$ cat src/hdl/gmps_pkg.sv
// Shared types, widths and register codes for the grid minimum path sum block.
package gmps_pkg;

  localparam int MAX_COLS_DEF = 256;
  localparam int MAX_ROWS_DEF = 256;

  localparam int COST_W = 16;
  localparam int SUM_W  = 32;
  localparam int CFG_W  = 9;
  localparam int IDX_W  = 1;

  typedef enum logic [IDX_W-1:0] {
    REG_GRID_COLS = 1'b0,
    REG_GRID_ROWS = 1'b1
  } reg_idx_t;

  // Which neighbours feed the minimum for the current cell.
  typedef struct packed {
    logic has_up;
    logic has_left;
  } nbr_sel_t;

  typedef struct packed {
    logic [SUM_W-1:0] sum;
    logic             sat;
  } cell_res_t;

endpackage

$ cat src/hdl/gmps_sum.sv
// Cell update: minimum of the neighbour sums plus the cell cost, saturating.
module gmps_sum import gmps_pkg::*; (
  input  logic [COST_W-1:0] cost,
  input  logic [SUM_W-1:0]  up_sum,
  input  logic [SUM_W-1:0]  left_sum,
  input  nbr_sel_t          sel,
  output cell_res_t         res
);

  logic [SUM_W-1:0] best;
  logic [SUM_W:0]   total;

  always_comb begin
    best = '0;
    if (sel.has_up && sel.has_left) begin
      best = (up_sum < left_sum) ? up_sum : left_sum;
    end else if (sel.has_up) begin
      best = up_sum;
    end else if (sel.has_left) begin
      best = left_sum;
    end
    total = {1'b0, best} + (SUM_W+1)'(cost);
    res.sat = total[SUM_W];
    res.sum = total[SUM_W] ? '1 : total[SUM_W-1:0];
  end

endmodule

$ cat config.mk
export PLATFORM = sky130hd
export DESIGN_NAME = gmps_sum
export DESIGN_NICKNAME = d
export VERILOG_FILES = /design/src/hdl/gmps_pkg.sv /design/src/hdl/gmps_sum.sv
export SDC_FILE = /design/constraint.sdc
export NUM_CORES = 1
export LEC_CHECK = 0
export BUFFER_PORTS_ARGS = -buffer_cell sky130_fd_sc_hd__buf_2
export CAP_MARGIN = 5
export CORE_UTILIZATION = 50
export DETAILED_ROUTE_END_ITERATION = 16
export PLACE_DENSITY = 0.86
export SLEW_MARGIN = 10
export SYNTH_ARGS = -nofsm -noshare
export SYNTH_HDL_FRONTEND = slang
export SYNTH_SLANG_ARGS = --single-unit
$ cat constraint.sdc
create_clock -name vclk -period 8.7
set_input_delay 1.305 -clock vclk [all_inputs]
set_output_delay 1.305 -clock vclk [all_outputs]
set_load 0.05 [all_outputs]
# After elaboration in Yosys (flattened, before gate mapping)
# Index checks and enable logic that the tools add are counted.
[totals]
reg_bits = 0
[classes]
add_sub_neg = 1
order_cmp = 1
mux = 5
n_reduce_logical = 1
[ops]
columns = ["op", "n"]
rows = [
  ["2-to-1 mux 32 bit", 5],
  ["adder 32 x 16 -> 33 bit", 1],
  ["less-than comparator 32 bit", 1],
  ["logical AND 1 bit", 1],
]

# Logic depth before layout (Yosys ltp)
[logic_depth]
depth_word = 5
ltp_mapped = 25
ltp_nobuf = 20

# Worst setup path after synthesis
# OpenSTA, ideal clock, no wires.
[synth_path]
path_kind = "input -> output"
from = "input port left_sum[14]"
to = "output port res[15] in the netlist's numbering"
arrival_ns = 6.811
required_time_ns = 7.395
path_slack_ns = 0.584
stages = 24
cell_sequence = "inv_1 > ha_1 > nand4_1 > nor4_1 > a32o_1 > o21ai_1 > a21boi_0 > buf_2 > buf_2 > buf_2 > clkbuf_1 > a22o_1 > ha_1 > inv_1 > fa_1 > nor2b_1 > o31a_1 > o211ai_1 > a21boi_0 > a31oi_1 > o21a_1 > nor4_4 > and3_1 > or2_1"
[synth_rtl]
columns = ["item", "line_no", "rtl"]
rows = [
  ["from (decl)", "gmps_sum.sv:5", "input logic [SUM_W-1:0] left_sum,"],
  ["to (decl)", "gmps_sum.sv:7", "output cell_res_t res"],
]

==> results.md <==
* Run status: finished clean
* Clk_buf instances at 0
* Port Buffers at 115
* Slew of the pin with the lowest slew margin at 0.674 ns
* Post-CTS Resized at 0
* Die ar. at 5150 um2
* Fin. max-slew vios at 0
* Synth area leader: ha_1
* Critical Path Fanout Max at 30
* Final ANT Viol Nets at 0
* Vias per cell at 6.27
* IO Pins at 115
* Hold Vio Cnt, Final at 0
* RSZ-0062 raised after global routing: false
* Hpwl dp at 6350 um
* DR vias at 3,168
* Synthesis Warnings at 0
* Mapped Avg Cell Area at 7.07 um2
* Sum of buffers and inverters on the critical path at 4
* Number of global-route vias before repair at 2,937
* Core box area at 4690 um2
* Fin util at 0.647
* Tmin final at 8.12 ns
* Setup crit end kind: primary output
* Number of hold buffers added after CTS at 0
* Die Height at 71.8 um
* Cells along the critical path: buf_2 -> inv_1 -> ha_1 -> a21oi_1 -> o21ai_0 -> a221o_1 -> o211a_1 -> nor3b_4 -> buf_4 -> a22o_1 -> ha_1 -> o21ai_0 -> nor2_1 -> or4b_1 -> a41o_1 -> a22o_1 -> o41ai_2 -> nor3_1 -> and4bb_2 -> o21ai_2 -> buf_2
* Slew HR at 0.547
* Compound-Gate Fraction of Synth Area at 0.352
* Synth-to-Final Area Change at 24.8%
* Worst path arrival time at 6.82 ns
* Adder-cell share of the synthesized area at 0.250
* Post-route setup slack at 0.577 ns
* Cell Area, Synth at 2430 um2
* Setup Buffers After CTS at 0
* Layout cell share with drive strength beyond 1 at 0.279
* HP Class: in2out
* Seq/Total Area, Yosys at 0
* Seq Cell Count at 0
* Slowest-stage cell, CP: or4b_1
* Pwr Density at 107 nW/um2
* Die X at 71.8 um
* Largest net degree at the start of global routing at 38
* Final weighted congestion in routability-driven placement at 0.979
* Synth Net Count at 474
* # rows at 25
* Share of the synthesized area in the top cell type at 0.242
* Kind of critical path: in2out
* Antenna Cells at 0
* Final total power at 0.324 mW
* Peak supply drop at 0.0000598 V
* Hold WS at 3.15 ns
* Mux cell area share after synthesis at 0.00823
* Initial drt markers at 233
* Required @ worst endpoint at 7.39 ns
* Final worst-path cycle share at 0.934
* Synth area leaders: ha_1 (24%), a22o_1 (7.2%), inv_1 (5.7%)
* Critical path's top delay family: compound AO/OA/AOI/OAI gates
* Cell count after synthesis at 344
* # DRC at 0
* Grt ovf at 0
* Starting density of the core at 0.519
* Netlist cell types at 54
* Worst Setup Slack post-DPL at 0.660 ns
* Global Route Usage Sum at 0.291
* XOR/XNOR share of the synthesized area at 0.0648
* Setup Viol. Count Final at 0
* Largest family of logic cells by synthesized area: compound AO/OA/AOI/OAI gates
* Max cap viols at 0
* First-pass GRT wire length at 12,500 um
* Initial antenna violation count at 0
* CP peak stage delay at 0.51 ns
* Total Wirelength at 7630 um
* Register Area at 0 um2
* First-pass detailed-route iteration total at 5
* Setup TNS at 0 ns
* Max Freq at 123 MHz
* Drt wl/cell at 15.1 um
* Startpoint type of the worst setup path: input port
* Post-Synth Simple-Gate Area at 0.242
* Nets at 583
* Leak at 1.72 nW
worst min-delay path, stage by stage:
cell	delay (ns)
buf_2	0.10
a22o_1	0.15
a31oi_1	0.08
buf_2	0.20
synthesized netlist by cell type (3+ instances only):
library cell	count
inv_1	37
a21boi_0	4
nor3_1	11
a22o_1	20
ha_1	47
a31oi_1	4
a21oi_1	23
nand2_1	31
nand2b_1	6
nor2_1	18
o211ai_1	3
a32oi_1	4
o21ai_0	20
nand3_1	5
nor2b_1	5
and3_1	7
xnor2_1	5
xor2_1	13
buf_2	6
a21o_1	5
nor4_1	6
nand4_1	8
a32o_1	4
and2_1	3
o21a_1	5
a22oi_1	11
path summary, 6_finish.rpt:
kind                   to  cells after the start  slack [ns]    startpoint
setup / recovery  res[28]                     21        0.58   left_sum[7]
hold / removal    res[31]                      4        3.15  left_sum[30]
kinds of logic after synthesis:
family                   Yosys count
AO/OA/AOI/OAI                    120
XOR/XNOR                          18
adder cells (fa/ha/maj)           48
buffers and inverters             47
multiplexers                       2
AND/OR/NAND/NOR                  109
cells in the final DEF, fill, tap and decap left out, types with 7 or more instances in the layout:
master   instances
xor2_1          13
ha_1            47
buf_2          115
nor3_1          11
a22oi_1         11
nor2_1          18
a22o_1          20
inv_1           37
a21oi_1         23
nand2_1         31
o21ai_0         20
nand4_1          8
and3_1           7
final cells by class:
| cell class | count | area (um2) |
|---|---|---|
| fill | 418 | 1650 |
| inverter | 37 | 139 |
| multi-input combinational | 297 | 2240 |
| tap | 54 | 67.6 |
| timing repair buffer | 117 | 591 |
stage by stage:
step / instance area, um2 / cells
after CTS: 3040 / 505
after global placement: 3040 / 505
final: 3040 / 505
after floorplan: 2430 / 344
after global routing: 3040 / 505
after detailed placement: 3040 / 505
metal layers:
metal,GRT usage,routed length [um],vias to the layer above
met3,0.0155,475,27
li1,-,-,1521
met1,0.374,3250,1444
met2,0.522,3720,176
met4,0.0871,181,0
met5,0,0,-
power by group:
part	total (mW)	switching (mW)	internal [mW]
Sequential	0	0	0
Combinational	0.324	0.221	0.103
Clock	0	0	0
(Power assumes the default switching activity.)
